## config.mk

```make
export PLATFORM = sky130hd
export DESIGN_NAME = two_wire_humidity_sensor_master_top_flat
export DESIGN_NICKNAME = d
export VERILOG_FILES = /design/src/twhs_pkg.sv /design/src/twhs_if.sv /design/src/twhs_front.sv /design/src/twhs_queue.sv /design/src/twhs_back.sv /design/src/two_wire_humidity_sensor_master_top.sv /design/src/flat_wrapper.sv
export SDC_FILE = /design/constraint.sdc
export NUM_CORES = 2
export LEC_CHECK = 0
export ABC_AREA = 1
export CAP_MARGIN = 0
export CORE_AREA = 2 2 311 190
export CTS_CLUSTER_SIZE = 10
export DETAILED_ROUTE_END_ITERATION = 10
export DIE_AREA = 0 0 313 192
export DONT_BUFFER_PORTS = 1
export GPL_ROUTABILITY_DRIVEN = 1
export HOLD_SLACK_MARGIN = 0.08
export PLACE_DENSITY = 0.8
export SYNTH_ARGS = -nofsm -noshare
export SYNTH_HDL_FRONTEND = slang
export SYNTH_HIERARCHICAL = 1
export SYNTH_SLANG_ARGS = --single-unit
```

## constraint.sdc

```tcl
create_clock -name clock -period 19.2 [get_ports clock]
set_input_delay 3.84 -clock clock [delete_from_list [all_inputs] [get_ports clock]]
set_output_delay 3.84 -clock clock [all_outputs]
set_load 0.02 [all_outputs]
```

## src/twhs_pkg.sv

```systemverilog
// ------------------------------------------------------------------------------------------
// twhs_pkg
// Shared types, codes and constants of the two-wire humidity sensor master.
// ------------------------------------------------------------------------------------------
package twhs_pkg;

   localparam int OP_W       = 2;
   localparam int HALF_W     = 16;
   localparam int GAP_W      = 20;
   localparam int OFFS_W     = 16;
   localparam int TICK_W     = 20;
   localparam int BIT_W      = 4;
   localparam int CMD_W      = 8;
   localparam int READ_W     = 16;
   localparam int RAW_W      = 14;
   localparam int SCALED_W   = 12;
   localparam int CSR_IDX_W  = 2;
   localparam int CSR_DATA_W = 20;

   localparam int QUEUE_DEPTH = 4;

   // request codes
   localparam logic [OP_W-1:0] OP_TICK = 2'd0;
   localparam logic [OP_W-1:0] OP_TEMP = 2'd1;
   localparam logic [OP_W-1:0] OP_HUM  = 2'd2;

   // register indexes
   localparam logic [CSR_IDX_W-1:0] CSR_HALF_PERIOD = 2'd0;
   localparam logic [CSR_IDX_W-1:0] CSR_START_GAP   = 2'd1;
   localparam logic [CSR_IDX_W-1:0] CSR_TEMP_OFFSET = 2'd2;

   localparam logic [HALF_W-1:0]        HALF_RESET = 16'd50;
   localparam logic [GAP_W-1:0]         GAP_RESET  = 20'd5000;
   localparam logic signed [OFFS_W-1:0] OFFS_RESET = -16'sd3965;

   localparam logic [CMD_W-1:0] CMD_TEMP = 8'h03;
   localparam logic [CMD_W-1:0] CMD_HUM  = 8'h05;

   // start pattern, bit i is half period i
   localparam logic [5:0] START_SCK = 6'b110110;
   localparam logic [5:0] START_SDA = 6'b100011;
   localparam logic [2:0] START_LAST = 3'd5;

   // humidity polynomial in Q24, already scaled by ten
   localparam logic signed [36:0] HUM_K1     = -37'sd343396057;
   localparam logic [22:0]        HUM_K2     = 23'd6157238;
   localparam logic [8:0]         HUM_K3_MAG = 9'd268;

   // x / 10 for 16-bit x as (x * recip) >> 19
   localparam logic [15:0] DIV10_RECIP = 16'd52429;

   typedef enum logic [3:0] {
      PH_IDLE,
      PH_START,
      PH_GAP,
      PH_CMD,
      PH_WAIT,
      PH_READ1,
      PH_READ2
   } phase_type;

   typedef struct packed {
      logic             sck;
      logic             sda_out;
      logic             sda_oe;
      logic             busy;
      logic             done;
      logic             kind;
      logic [RAW_W-1:0] raw;
   } tick_rec_type;

   typedef struct packed {
      logic [HALF_W-1:0]        half_period;
      logic [GAP_W-1:0]         start_gap;
      logic signed [OFFS_W-1:0] temp_offset;
   } cfg_type;

endpackage

```

## src/twhs_if.sv

```systemverilog
// ------------------------------------------------------------------------------------------
// twhs_if
// Valid/ready channels of the sensor master: tick requests, results, register writes.
// ------------------------------------------------------------------------------------------
interface twhs_req_if import twhs_pkg::*; ();
   logic            valid;
   logic            ready;
   logic [OP_W-1:0] op;
   logic            sda_in;

   modport source (output valid, output op, output sda_in, input ready);
   modport sink   (input valid, input op, input sda_in, output ready);
endinterface

interface twhs_rsp_if import twhs_pkg::*; ();
   logic                       valid;
   logic                       ready;
   logic                       sck;
   logic                       sda_out;
   logic                       sda_oe;
   logic                       busy_res;
   logic                       done_res;
   logic                       kind;
   logic [RAW_W-1:0]           raw_reading;
   logic signed [SCALED_W-1:0] scaled_value;

   modport source (output valid, output sck, output sda_out, output sda_oe, output busy_res,
                   output done_res, output kind, output raw_reading, output scaled_value,
                   input ready);
   modport sink   (input valid, input sck, input sda_out, input sda_oe, input busy_res,
                   input done_res, input kind, input raw_reading, input scaled_value,
                   output ready);
endinterface

interface twhs_csr_if import twhs_pkg::*; ();
   logic                  valid;
   logic                  ready;
   logic [CSR_IDX_W-1:0]  index;
   logic [CSR_DATA_W-1:0] data;

   modport source (output valid, output index, output data, input ready);
   modport sink   (input valid, input index, input data, output ready);
endinterface

```

## src/twhs_front.sv

```systemverilog
// ------------------------------------------------------------------------------------------
// twhs_front
// Pin sequencer: takes one tick word, drives the pin levels and pushes a tick record.
// ------------------------------------------------------------------------------------------
module twhs_front import twhs_pkg::*; (
   input  logic         clock,
   input  logic         reset,
   twhs_req_if.sink     req_ch,
   input  cfg_type      cfg,
   input  logic         q_full,
   output logic         push,
   output tick_rec_type rec
);

   phase_type          phase_ff, phase_in;
   logic [TICK_W-1:0]  tick_ff, tick_in;
   logic [BIT_W-1:0]   bit_ff, bit_in;
   logic [CMD_W-1:0]   cmd_ff, cmd_in;
   logic [READ_W-1:0]  read_ff, read_in;
   logic               last_sda_ff, last_sda_in;
   logic               kind_ff, kind_in;
   logic               clk_lvl_ff, clk_lvl_in;

   logic               fire;
   logic [TICK_W-1:0]  step_len;
   logic [TICK_W-1:0]  len_eff;
   logic [TICK_W-1:0]  tick_inc;
   logic               step_end;
   logic [TICK_W-1:0]  tick_step;
   logic [2:0]         start_idx;

   assign req_ch.ready = !q_full;
   assign fire         = req_ch.valid && !q_full;
   assign push         = fire;

   // step timer: a zero length counts as one tick
   assign step_len  = (phase_ff == PH_GAP) ? cfg.start_gap
                                           : {{(TICK_W-HALF_W){1'b0}}, cfg.half_period};
   assign len_eff   = (step_len == '0) ? TICK_W'(1) : step_len;
   assign tick_inc  = tick_ff + TICK_W'(1);
   assign step_end  = (tick_inc >= len_eff);
   assign tick_step = step_end ? '0 : tick_inc;
   assign start_idx = (bit_ff > BIT_W'(START_LAST)) ? START_LAST : bit_ff[2:0];

   always_comb begin
      phase_in    = phase_ff;
      tick_in     = tick_ff;
      bit_in      = bit_ff;
      cmd_in      = cmd_ff;
      read_in     = read_ff;
      kind_in     = kind_ff;
      clk_lvl_in  = clk_lvl_ff;
      last_sda_in = req_ch.sda_in;
      rec         = '0;
      rec.busy    = (phase_ff != PH_IDLE);

      case (phase_ff)
         PH_IDLE: begin
            if (req_ch.op == OP_TEMP || req_ch.op == OP_HUM) begin
               kind_in    = (req_ch.op == OP_HUM);
               cmd_in     = (req_ch.op == OP_HUM) ? CMD_HUM : CMD_TEMP;
               phase_in   = PH_START;
               bit_in     = '0;
               tick_in    = '0;
               clk_lvl_in = 1'b0;
            end
         end
         PH_START: begin
            rec.sck     = START_SCK[start_idx];
            rec.sda_out = START_SDA[start_idx];
            rec.sda_oe  = 1'b1;
            tick_in     = tick_step;
            if (step_end) begin
               if (start_idx == START_LAST) begin
                  phase_in = PH_GAP;
                  bit_in   = '0;
               end else begin
                  bit_in = {1'b0, start_idx} + BIT_W'(1);
               end
            end
         end
         PH_GAP: begin
            rec.sda_out = 1'b1;
            rec.sda_oe  = 1'b1;
            tick_in     = tick_step;
            if (step_end) begin
               phase_in   = PH_CMD;
               bit_in     = '0;
               clk_lvl_in = 1'b0;
            end
         end
         PH_CMD: begin
            rec.sck = clk_lvl_ff;
            if (bit_ff < BIT_W'(8)) begin
               rec.sda_oe  = 1'b1;
               rec.sda_out = cmd_ff[CMD_W-1];
            end
            tick_in = tick_step;
            if (step_end) begin
               if (!clk_lvl_ff) begin
                  clk_lvl_in = 1'b1;
               end else begin
                  clk_lvl_in = 1'b0;
                  if (bit_ff < BIT_W'(8)) begin
                     cmd_in = {cmd_ff[CMD_W-2:0], 1'b0};
                     bit_in = bit_ff + BIT_W'(1);
                  end else begin
                     phase_in = PH_WAIT;
                     bit_in   = '0;
                  end
               end
            end
         end
         PH_WAIT: begin
            if (last_sda_ff && !req_ch.sda_in) begin
               phase_in   = PH_READ1;
               bit_in     = '0;
               clk_lvl_in = 1'b0;
               tick_in    = '0;
               read_in    = '0;
            end
         end
         PH_READ1, PH_READ2: begin
            rec.sck = clk_lvl_ff;
            if (bit_ff >= BIT_W'(8)) begin
               rec.sda_oe  = 1'b1;
               rec.sda_out = (phase_ff == PH_READ2);
            end
            tick_in = tick_step;
            if (step_end) begin
               if (!clk_lvl_ff) begin
                  if (bit_ff < BIT_W'(8)) begin
                     read_in = {read_ff[READ_W-2:0], req_ch.sda_in};
                  end
                  clk_lvl_in = 1'b1;
               end else begin
                  clk_lvl_in = 1'b0;
                  if (bit_ff < BIT_W'(8)) begin
                     bit_in = bit_ff + BIT_W'(1);
                  end else if (phase_ff == PH_READ1) begin
                     phase_in = PH_READ2;
                     bit_in   = '0;
                  end else begin
                     rec.done = 1'b1;
                     rec.kind = kind_ff;
                     rec.raw  = kind_ff ? {2'b00, read_ff[11:0]} : read_ff[RAW_W-1:0];
                     phase_in = PH_IDLE;
                     bit_in   = '0;
                     tick_in  = '0;
                  end
               end
            end
         end
         default: begin
            phase_in = PH_IDLE;
         end
      endcase
   end

   always_ff @(posedge clock) begin
      if (reset) begin
         phase_ff    <= PH_IDLE;
         tick_ff     <= '0;
         bit_ff      <= '0;
         cmd_ff      <= '0;
         read_ff     <= '0;
         last_sda_ff <= 1'b1;
         kind_ff     <= 1'b0;
         clk_lvl_ff  <= 1'b0;
      end else if (fire) begin
         phase_ff    <= phase_in;
         tick_ff     <= tick_in;
         bit_ff      <= bit_in;
         cmd_ff      <= cmd_in;
         read_ff     <= read_in;
         last_sda_ff <= last_sda_in;
         kind_ff     <= kind_in;
         clk_lvl_ff  <= clk_lvl_in;
      end
   end

   // a completion only ever comes out of a transaction in flight
   a_done_busy: assert property (@(posedge clock) disable iff (reset)
      push && rec.done |-> rec.busy && (phase_ff == PH_READ2))
      else $error("completion outside second read byte");

   // hold the sequencer while no tick is taken
   a_hold_idle: assert property (@(posedge clock) disable iff (reset)
      !fire |=> $stable(phase_ff) && $stable(tick_ff))
      else $error("sequencer moved without a tick");

endmodule

```

## src/twhs_queue.sv

```systemverilog
// ------------------------------------------------------------------------------------------
// twhs_queue
// Short FIFO of tick records between the pin sequencer and the result pipeline.
// ------------------------------------------------------------------------------------------
module twhs_queue import twhs_pkg::*; #(
   parameter int Depth = QUEUE_DEPTH
) (
   input  logic         clock,
   input  logic         reset,
   input  logic         push,
   input  tick_rec_type wr_rec,
   input  logic         pop,
   output logic         full,
   output logic         not_empty,
   output tick_rec_type rd_rec
);

   localparam int PtrW = (Depth > 1) ? $clog2(Depth) : 1;
   localparam int CntW = $clog2(Depth + 1);

   tick_rec_type    store_ff [Depth];
   logic [PtrW-1:0] wr_ptr_ff, wr_ptr_in;
   logic [PtrW-1:0] rd_ptr_ff, rd_ptr_in;
   logic [CntW-1:0] count_ff, count_in;

   assign full      = (count_ff == CntW'(Depth));
   assign not_empty = (count_ff != '0);
   assign rd_rec    = store_ff[rd_ptr_ff];

   always_comb begin
      wr_ptr_in = wr_ptr_ff;
      rd_ptr_in = rd_ptr_ff;
      count_in  = count_ff;
      if (push) begin
         wr_ptr_in = (wr_ptr_ff == PtrW'(Depth - 1)) ? '0 : wr_ptr_ff + PtrW'(1);
      end
      if (pop) begin
         rd_ptr_in = (rd_ptr_ff == PtrW'(Depth - 1)) ? '0 : rd_ptr_ff + PtrW'(1);
      end
      case ({push, pop})
         2'b10:   count_in = count_ff + CntW'(1);
         2'b01:   count_in = count_ff - CntW'(1);
         default: count_in = count_ff;
      endcase
   end

   always_ff @(posedge clock) begin
      if (reset) begin
         wr_ptr_ff <= '0;
         rd_ptr_ff <= '0;
         count_ff  <= '0;
      end else begin
         wr_ptr_ff <= wr_ptr_in;
         rd_ptr_ff <= rd_ptr_in;
         count_ff  <= count_in;
      end
   end

   always_ff @(posedge clock) begin
      if (push) begin
         store_ff[wr_ptr_ff] <= wr_rec;
      end
   end

   a_no_overflow: assert property (@(posedge clock) disable iff (reset)
      count_ff <= CntW'(Depth))
      else $error("queue fill beyond depth");

   a_push_grows: assert property (@(posedge clock) disable iff (reset)
      push && !pop |=> count_ff == $past(count_ff) + CntW'(1))
      else $error("queue fill did not advance on push");

endmodule

```

## src/twhs_back.sv

```systemverilog
// ------------------------------------------------------------------------------------------
// twhs_back
// Result pipeline: scales a finished reading over two stages and holds the result word.
// ------------------------------------------------------------------------------------------
module twhs_back import twhs_pkg::*; (
   input  logic                     clock,
   input  logic                     reset,
   input  logic signed [OFFS_W-1:0] temp_offset,
   input  logic                     q_valid,
   input  tick_rec_type             q_rec,
   output logic                     pop,
   twhs_rsp_if.source               rsp_ch
);

   logic                advance;

   // stage 1
   logic signed [16:0]  tsum;
   logic [16:0]         tmag;
   logic [11:0]         hx;
   logic                v1_ff;
   tick_rec_type        rec1_ff;
   logic                tneg1_ff;
   logic [15:0]         tabs1_ff;
   logic [23:0]         xx1_ff;
   logic [34:0]         k2x1_ff;

   // stage 2
   logic [31:0]         tprod;
   logic                v2_ff;
   tick_rec_type        rec2_ff;
   logic                tneg2_ff;
   logic [12:0]         tq2_ff;
   logic [34:0]         k2x2_ff;
   logic [32:0]         k3xx2_ff;

   // result word
   logic signed [13:0]  tval;
   logic signed [SCALED_W-1:0] tsat;
   logic signed [36:0]  hacc;
   logic [11:0]         hq;
   logic signed [SCALED_W-1:0] hsat;
   logic signed [SCALED_W-1:0] scaled_in;
   logic                out_valid_ff;
   tick_rec_type        out_rec_ff;
   logic signed [SCALED_W-1:0] out_scaled_ff;

   // advance the whole pipe unless the result word is stuck
   assign advance = !out_valid_ff || rsp_ch.ready;
   assign pop     = advance && q_valid;

   assign tsum = $signed({3'b000, q_rec.raw}) + $signed({temp_offset[OFFS_W-1], temp_offset});
   assign tmag = tsum[16] ? (17'd0 - tsum) : tsum;
   assign hx   = q_rec.raw[11:0];

   // divide the magnitude by ten through the reciprocal
   assign tprod = 32'(tabs1_ff) * 32'(DIV10_RECIP);

   assign tval = tneg2_ff ? -$signed({1'b0, tq2_ff}) : $signed({1'b0, tq2_ff});
   always_comb begin
      if (tval > 14'sd2047) begin
         tsat = 12'sd2047;
      end else if (tval < -14'sd2048) begin
         tsat = -12'sd2048;
      end else begin
         tsat = tval[SCALED_W-1:0];
      end
   end

   // negative sums clamp to zero, so a plain shift gives the truncated quotient
   assign hacc = HUM_K1 + $signed({2'b00, k2x2_ff}) - $signed({4'b0000, k3xx2_ff});
   assign hq   = hacc[35:24];
   always_comb begin
      if (hacc[36]) begin
         hsat = '0;
      end else if (hacc[35] || hq[11]) begin
         hsat = 12'sd2047;
      end else begin
         hsat = $signed(hq);
      end
   end

   always_comb begin
      if (!rec2_ff.done) begin
         scaled_in = '0;
      end else if (rec2_ff.kind) begin
         scaled_in = hsat;
      end else begin
         scaled_in = tsat;
      end
   end

   always_ff @(posedge clock) begin
      if (reset) begin
         v1_ff        <= 1'b0;
         v2_ff        <= 1'b0;
         out_valid_ff <= 1'b0;
      end else if (advance) begin
         v1_ff        <= q_valid;
         v2_ff        <= v1_ff;
         out_valid_ff <= v2_ff;
      end
   end

   always_ff @(posedge clock) begin
      if (advance) begin
         rec1_ff       <= q_rec;
         tneg1_ff      <= tsum[16];
         tabs1_ff      <= tmag[15:0];
         xx1_ff        <= 24'(hx) * 24'(hx);
         k2x1_ff       <= 35'(HUM_K2) * 35'(hx);
         rec2_ff       <= rec1_ff;
         tneg2_ff      <= tneg1_ff;
         tq2_ff        <= tprod[31:19];
         k2x2_ff       <= k2x1_ff;
         k3xx2_ff      <= 33'(xx1_ff) * 33'(HUM_K3_MAG);
         out_rec_ff    <= rec2_ff;
         out_scaled_ff <= scaled_in;
      end
   end

   assign rsp_ch.valid        = out_valid_ff;
   assign rsp_ch.sck          = out_rec_ff.sck;
   assign rsp_ch.sda_out      = out_rec_ff.sda_out;
   assign rsp_ch.sda_oe       = out_rec_ff.sda_oe;
   assign rsp_ch.busy_res     = out_rec_ff.busy;
   assign rsp_ch.done_res     = out_rec_ff.done;
   assign rsp_ch.kind         = out_rec_ff.kind;
   assign rsp_ch.raw_reading  = out_rec_ff.raw;
   assign rsp_ch.scaled_value = out_scaled_ff;

   a_idle_zero: assert property (@(posedge clock) disable iff (reset)
      out_valid_ff && !out_rec_ff.done |-> out_scaled_ff == '0)
      else $error("scaled value on a tick without completion");

   a_hum_positive: assert property (@(posedge clock) disable iff (reset)
      out_valid_ff && out_rec_ff.done && out_rec_ff.kind |-> !out_scaled_ff[SCALED_W-1])
      else $error("negative humidity word");

endmodule

```

## src/two_wire_humidity_sensor_master_top.sv

```systemverilog
// ------------------------------------------------------------------------------------------
// two_wire_humidity_sensor_master_top
// Two-wire humidity/temperature sensor master: pin sequencer, queue and result pipeline.
// ------------------------------------------------------------------------------------------
// Path: a tick word taken goes to the queue, the two scaling stages, then the result word.
// Throughput: one tick word per cycle while the queue has room; the pin sequencer finishes
// a tick in the cycle it takes it; the result side: two scaling stages and the output word.
// Reset: synchronous, active high; registers return to their reset values, the sequencer
// goes idle and the queue and pipeline empty. No clearing pass.
// ------------------------------------------------------------------------------------------
module two_wire_humidity_sensor_master_top import twhs_pkg::*; #(
   parameter int QueueDepth = QUEUE_DEPTH
) (
   input  logic       clock,
   input  logic       reset,
   twhs_req_if.sink   req_ch,
   twhs_rsp_if.source rsp_ch,
   twhs_csr_if.sink   csr_ch
);

   cfg_type      cfg_ff, cfg_in;
   logic         q_full;
   logic         q_push;
   logic         q_pop;
   logic         q_valid;
   tick_rec_type front_rec;
   tick_rec_type q_rec;

   // register port: always ready, writes to an unknown index are dropped
   assign csr_ch.ready = 1'b1;

   always_comb begin
      cfg_in = cfg_ff;
      if (csr_ch.valid) begin
         case (csr_ch.index)
            CSR_HALF_PERIOD: cfg_in.half_period = csr_ch.data[HALF_W-1:0];
            CSR_START_GAP:   cfg_in.start_gap   = csr_ch.data[GAP_W-1:0];
            CSR_TEMP_OFFSET: cfg_in.temp_offset = $signed(csr_ch.data[OFFS_W-1:0]);
            default:         cfg_in = cfg_ff;
         endcase
      end
   end

   always_ff @(posedge clock) begin
      if (reset) begin
         cfg_ff.half_period <= HALF_RESET;
         cfg_ff.start_gap   <= GAP_RESET;
         cfg_ff.temp_offset <= OFFS_RESET;
      end else begin
         cfg_ff <= cfg_in;
      end
   end

   // front: one tick word in, pin levels and completion flags out as a record
   twhs_front u_front (
      .clock  (clock),
      .reset  (reset),
      .req_ch (req_ch),
      .cfg    (cfg_ff),
      .q_full (q_full),
      .push   (q_push),
      .rec    (front_rec)
   );

   // queue: lets the sequencer carry on while the result side is stalled
   twhs_queue #(
      .Depth (QueueDepth)
   ) u_queue (
      .clock     (clock),
      .reset     (reset),
      .push      (q_push),
      .wr_rec    (front_rec),
      .pop       (q_pop),
      .full      (q_full),
      .not_empty (q_valid),
      .rd_rec    (q_rec)
   );

   // back: temperature and humidity scaling, then the result word
   twhs_back u_back (
      .clock       (clock),
      .reset       (reset),
      .temp_offset (cfg_ff.temp_offset),
      .q_valid     (q_valid),
      .q_rec       (q_rec),
      .pop         (q_pop),
      .rsp_ch      (rsp_ch)
   );

endmodule
```

## src/flat_wrapper.sv

```systemverilog
// flat-port wrapper written by rule: the top's interface ports become plain ports
module two_wire_humidity_sensor_master_top_flat import twhs_pkg::*;
#(
   parameter int QueueDepth = QUEUE_DEPTH
)
  (clock, reset, req_ch_valid, req_ch_op, req_ch_sda_in, req_ch_ready, rsp_ch_valid, rsp_ch_sck, rsp_ch_sda_out, rsp_ch_sda_oe, rsp_ch_busy_res, rsp_ch_done_res, rsp_ch_kind, rsp_ch_raw_reading, rsp_ch_scaled_value, rsp_ch_ready, csr_ch_valid, csr_ch_index, csr_ch_data, csr_ch_ready);
  twhs_req_if req_ch_i ();
  twhs_rsp_if rsp_ch_i ();
  twhs_csr_if csr_ch_i ();
  input  logic clock;
  input  logic reset;
  input wire logic [$bits(req_ch_i.valid)-1:0] req_ch_valid;
  input wire logic [$bits(req_ch_i.op)-1:0] req_ch_op;
  input wire logic [$bits(req_ch_i.sda_in)-1:0] req_ch_sda_in;
  output wire logic [$bits(req_ch_i.ready)-1:0] req_ch_ready;
  output wire logic [$bits(rsp_ch_i.valid)-1:0] rsp_ch_valid;
  output wire logic [$bits(rsp_ch_i.sck)-1:0] rsp_ch_sck;
  output wire logic [$bits(rsp_ch_i.sda_out)-1:0] rsp_ch_sda_out;
  output wire logic [$bits(rsp_ch_i.sda_oe)-1:0] rsp_ch_sda_oe;
  output wire logic [$bits(rsp_ch_i.busy_res)-1:0] rsp_ch_busy_res;
  output wire logic [$bits(rsp_ch_i.done_res)-1:0] rsp_ch_done_res;
  output wire logic [$bits(rsp_ch_i.kind)-1:0] rsp_ch_kind;
  output wire logic [$bits(rsp_ch_i.raw_reading)-1:0] rsp_ch_raw_reading;
  output wire logic [$bits(rsp_ch_i.scaled_value)-1:0] rsp_ch_scaled_value;
  input wire logic [$bits(rsp_ch_i.ready)-1:0] rsp_ch_ready;
  input wire logic [$bits(csr_ch_i.valid)-1:0] csr_ch_valid;
  input wire logic [$bits(csr_ch_i.index)-1:0] csr_ch_index;
  input wire logic [$bits(csr_ch_i.data)-1:0] csr_ch_data;
  output wire logic [$bits(csr_ch_i.ready)-1:0] csr_ch_ready;
  assign req_ch_i.valid = req_ch_valid;
  assign req_ch_i.op = req_ch_op;
  assign req_ch_i.sda_in = req_ch_sda_in;
  assign req_ch_ready = req_ch_i.ready;
  assign rsp_ch_valid = rsp_ch_i.valid;
  assign rsp_ch_sck = rsp_ch_i.sck;
  assign rsp_ch_sda_out = rsp_ch_i.sda_out;
  assign rsp_ch_sda_oe = rsp_ch_i.sda_oe;
  assign rsp_ch_busy_res = rsp_ch_i.busy_res;
  assign rsp_ch_done_res = rsp_ch_i.done_res;
  assign rsp_ch_kind = rsp_ch_i.kind;
  assign rsp_ch_raw_reading = rsp_ch_i.raw_reading;
  assign rsp_ch_scaled_value = rsp_ch_i.scaled_value;
  assign rsp_ch_i.ready = rsp_ch_ready;
  assign csr_ch_i.valid = csr_ch_valid;
  assign csr_ch_i.index = csr_ch_index;
  assign csr_ch_i.data = csr_ch_data;
  assign csr_ch_ready = csr_ch_i.ready;
  two_wire_humidity_sensor_master_top #(.QueueDepth(QueueDepth)) u_core (.clock(clock), .reset(reset), .req_ch(req_ch_i), .rsp_ch(rsp_ch_i), .csr_ch(csr_ch_i));
endmodule
```

==> impl_metrics.py <==
metrics = {
    "logic_synthesis": {
        "synth_compound_area_frac": 0.0776,
        "synth-edff-count": 300,
        "synthCells": 4225,
        "synth-adder-area-share": 0.312,
        "yosys_warnings": 6,
        "syn_area_um2": 36800,
        "yosys_most_used_dff": "edfxtp_1",
        "synth_nets": 4999,
        "synth-seq-cells": 416,
        "synth_top_family_by_area": "adder cells",
        "avgSynthCellArea_um2": 8.71,
        "synth_simple_gate_area_frac": 0.156,
        "synth.distinct_cells": 67,
        "synth_xor_area_frac": 0.0336,
        "synthMuxAreaShare": 0.00411,
        "ys_async_sr_fraction": 0,
        "yosysSeqAreaShare": 0.308,
    },
    "hold_path": {
        "min_path_type": "flop to flop",
        "min_path_cells": 0,
        "min_from": "u_core/u_back/rec2_ff[12]$_DFFE_PN_",
        "whs_endpoint": "u_core/u_back/rsp_ch.raw_reading[12]$_DFFE_PN_",
    },
    "route": {
        "dr_total_vias": 28000,
        "routed_wl_um": 90700,
        "drtPass1Iterations": 6,
        "final_antenna_net_count": 0,
        "drt_iter0_drc": 3034,
        "route.detailed.drc": 0,
        "vias_per_cell": 5.57,
        "detail_route.wl_per_cell_um": 18.1,
    },
    "sta": {
        "timing.final.crit_share": 0.366,
        "max_freq_mhz": 142,
        "setup_viol": 0,
        "rsz0062_at_grt": "false",
        "hold_viol": 0,
        "fin_tns_setup_ns": 0,
        "tightest_slew_ns": 1.10,
        "final-max-slew-violation-count": 0,
        "finalClockSkew_ns": 0.0283,
        "period_needed_ns": 7.04,
        "timing.slew.headroom": 0.265,
    },
    "outcome": {
        "status": "finished clean",
    },
    "global_routing": {
        "grt_start_max_net_pins": 91,
        "gr-total-overflow": 0,
        "grt_pass1_wl_um": 143000,
        "grt_pass1_vias": 26400,
        "gr-usage-all-layers": 0.306,
        "antenna_found_initial": 0,
    },
    "floorplanning": {
        "die_area_um2": 60100,
        "die_width_um": 313,
        "core_um2": 57100,
        "rows": 68,
        "start_util": 0.645,
        "ios": 65,
        "die_h_um": 192,
    },
    "clock_tree": {
        "root_buffer": "clkbuf_16",
        "cts_max_path_buffers": 3,
        "clkTransAtPathRegs_ns": 0.06,
        "clock_latency_ns": 0.63,
        "cts_tree": "built",
        "hold_buffers": 0,
        "ctsResizeCount": 0,
        "clock-sinks": 416,
        "htree_levels": 2,
        "cts_buffers": 49,
        "post-cts-setup-buffers": 0,
    },
    "critical_path": {
        "path_max_fanout": 41,
        "endpoint_kind": "flop",
        "r2r_slack_ns": 12.16,
        "required_ns": 19.56,
        "r2r-end": "u_core/u_back/k2x1_ff[32]$_DFFE_PN_",
        "crit_arrival_ns": 7.39,
        "critPathLaunchType": "flop",
        "r2r_cells": 24,
        "critical_path_class": "flop to flop",
    },
    "final_layout": {
        "layout_commonest_cell": "inv_1",
        "fin_nets": 4998,
        "drive_gt1_frac": 0.0411,
        "syn2layout_area_growth_pct": 6.18,
        "antenna_cells": 0,
        "mostFrequentLayoutCells": "inv_1 (964), nand2_1 (711), ha_1 (456), nor2_1 (344), edfxtp_1 (300)",
    },
    "placement": {
        "routabilityCongestion": 0.996,
        "io_buffer_count": 0,
        "post-dp-hpwl_um": 72900,
    },
    "flow_run": {
        "max_cap_viol_count": 0,
    },
}
## synth_stat cells (all sizes together) (2+ instances only)
cell	count	area (µm²)
inv	980	3680
nand2	731	2800
ha	456	5710
nor2	362	1420
edfxtp	300	9010
fa	288	5770
a21oi	230	1170
nand3	156	843
o21ai	153	788
dfxtp	116	2320
xor2	94	846
nand4	49	313
xnor2	44	393
nor3	36	208
buf	34	200
clkbuf	32	120
a21o	28	210
o21bai	20	154
o22ai	20	125
mux2i	14	140
a31oi	12	75.1
a21boi	9	67.6
nor4	8	65.1
o211ai	8	60.1
a211oi	6	55.1
nand3b	6	45.0
o21a	6	45.0
or2	5	33.8
a221oi	3	26.3
clkinv	3	11.3
conb	3	11.3
o31ai	2	15.0
## metrics by stage
stage	utilization	cells	worst slack (ns)	hold slack, ns	area (µm²)
finish	0.685	5023	12.16	0.415	39100
global route	0.685	5023	11.74	0.420	39100
CTS	0.685	5023	12.26	0.414	39100
detailed placement	0.659	4943	12.27	0.405	37600
global placement	0.659	4943	12.34	0.401	37600
floorplan	-	4225	9.50	0.400	36800
## worst max-delay path, cell delays in order, from the launching register on
cell and delay [ns]:
dfxtp_1 0.29, buf_4 0.25, inv_2 0.57, nor2_1 0.11, o22ai_2 0.83, inv_1 0.18
ha_1 0.45, inv_1 0.16, fa_1 0.55, inv_1 0.06, fa_1 0.55, inv_1 0.07
fa_1 0.53, inv_1 0.05, fa_1 0.53, inv_1 0.04, ha_1 0.37, a21o_1 0.23
a21oi_1 0.26, o21ai_0 0.15, a21oi_1 0.14, nand2_1 0.10, nand2_1 0.07, nand2_1 0.06
xor2_1 0.15
## area by class of cell
type                       count  area [µm²]
clock buffer                  73        1340
clock inverter                 7         106
fill                        4461       18000
inverter                     983        3700
multi-input combinational   2760       21500
sequential                   416       11300
tap                          770         963
timing repair buffer          14         105
## registers in the layout (all words and copies together), names as in the netlist, 16 cells and up, named ones only
signal,flops
u_core/u_queue/store_ff,80
u_core/cfg_ff,52
u_core/u_back/k2x1_ff,33
u_core/u_back/k2x2_ff,33
u_core/u_back/k3xx2_ff,29
u_core/u_back/xx1_ff,22
u_core/u_back/rec1_ff,20
u_core/u_back/rec2_ff,20
u_core/u_front/tick_ff,20
u_core/u_back/tabs1_ff,16
## worst max path at each step
| stage | from | endpoint | slack, ns | depth (start not counted) |
|---|---|---|---|---|
| detailed placement | flop | u_core/u_back/k2x1_ff[32]$_DFFE_PN_ | 12.27 | 24 |
| finish | flop | u_core/u_back/k2x1_ff[32]$_DFFE_PN_ | 12.16 | 24 |
| global placement | flop | u_core/u_back/k2x1_ff[32]$_DFFE_PN_ | 12.34 | 24 |
| floorplan | rsp_ch_ready | u_core/u_queue/count_ff[1]$_SDFFE_PP0P_ | 9.50 | 8 |
| CTS | flop | u_core/u_back/k2x1_ff[32]$_DFFE_PN_ | 12.26 | 24 |
| global route | flop | u_core/u_back/k2x1_ff[32]$_DFFE_PN_ | 11.74 | 24 |
## logic make-up (layout without fill, tap and decap cells)
logic type / after synthesis / in the layout
AOI/OAI and AO/OA: 504 / 504
xor gates and xnor gates: 138 / 138
adders and majority gates: 744 / 744
buffers and inverters: 1049 / 1077
DFF: 416 / 416
muxes: 15 / 15
other: 3 / 3
and+or+nand+nor: 1356 / 1356
## routing by layer
metal | vias up | part of all wire | GRT usage | routed length [µm]
met3 | 92 | 0.13 | 0.101 | 11500
met4 | 0 | 0.013 | 0.0537 | 1150
li1 | 13400 | - | - | -
met1 | 13200 | 0.48 | 0.490 | 43800
met2 | 1267 | 0.38 | 0.398 | 34200
met5 | - | 0 | 0 | 0
Power is not shown: default switching activity piles up to over one toggle a cycle in this logic, so the estimate is an artifact.
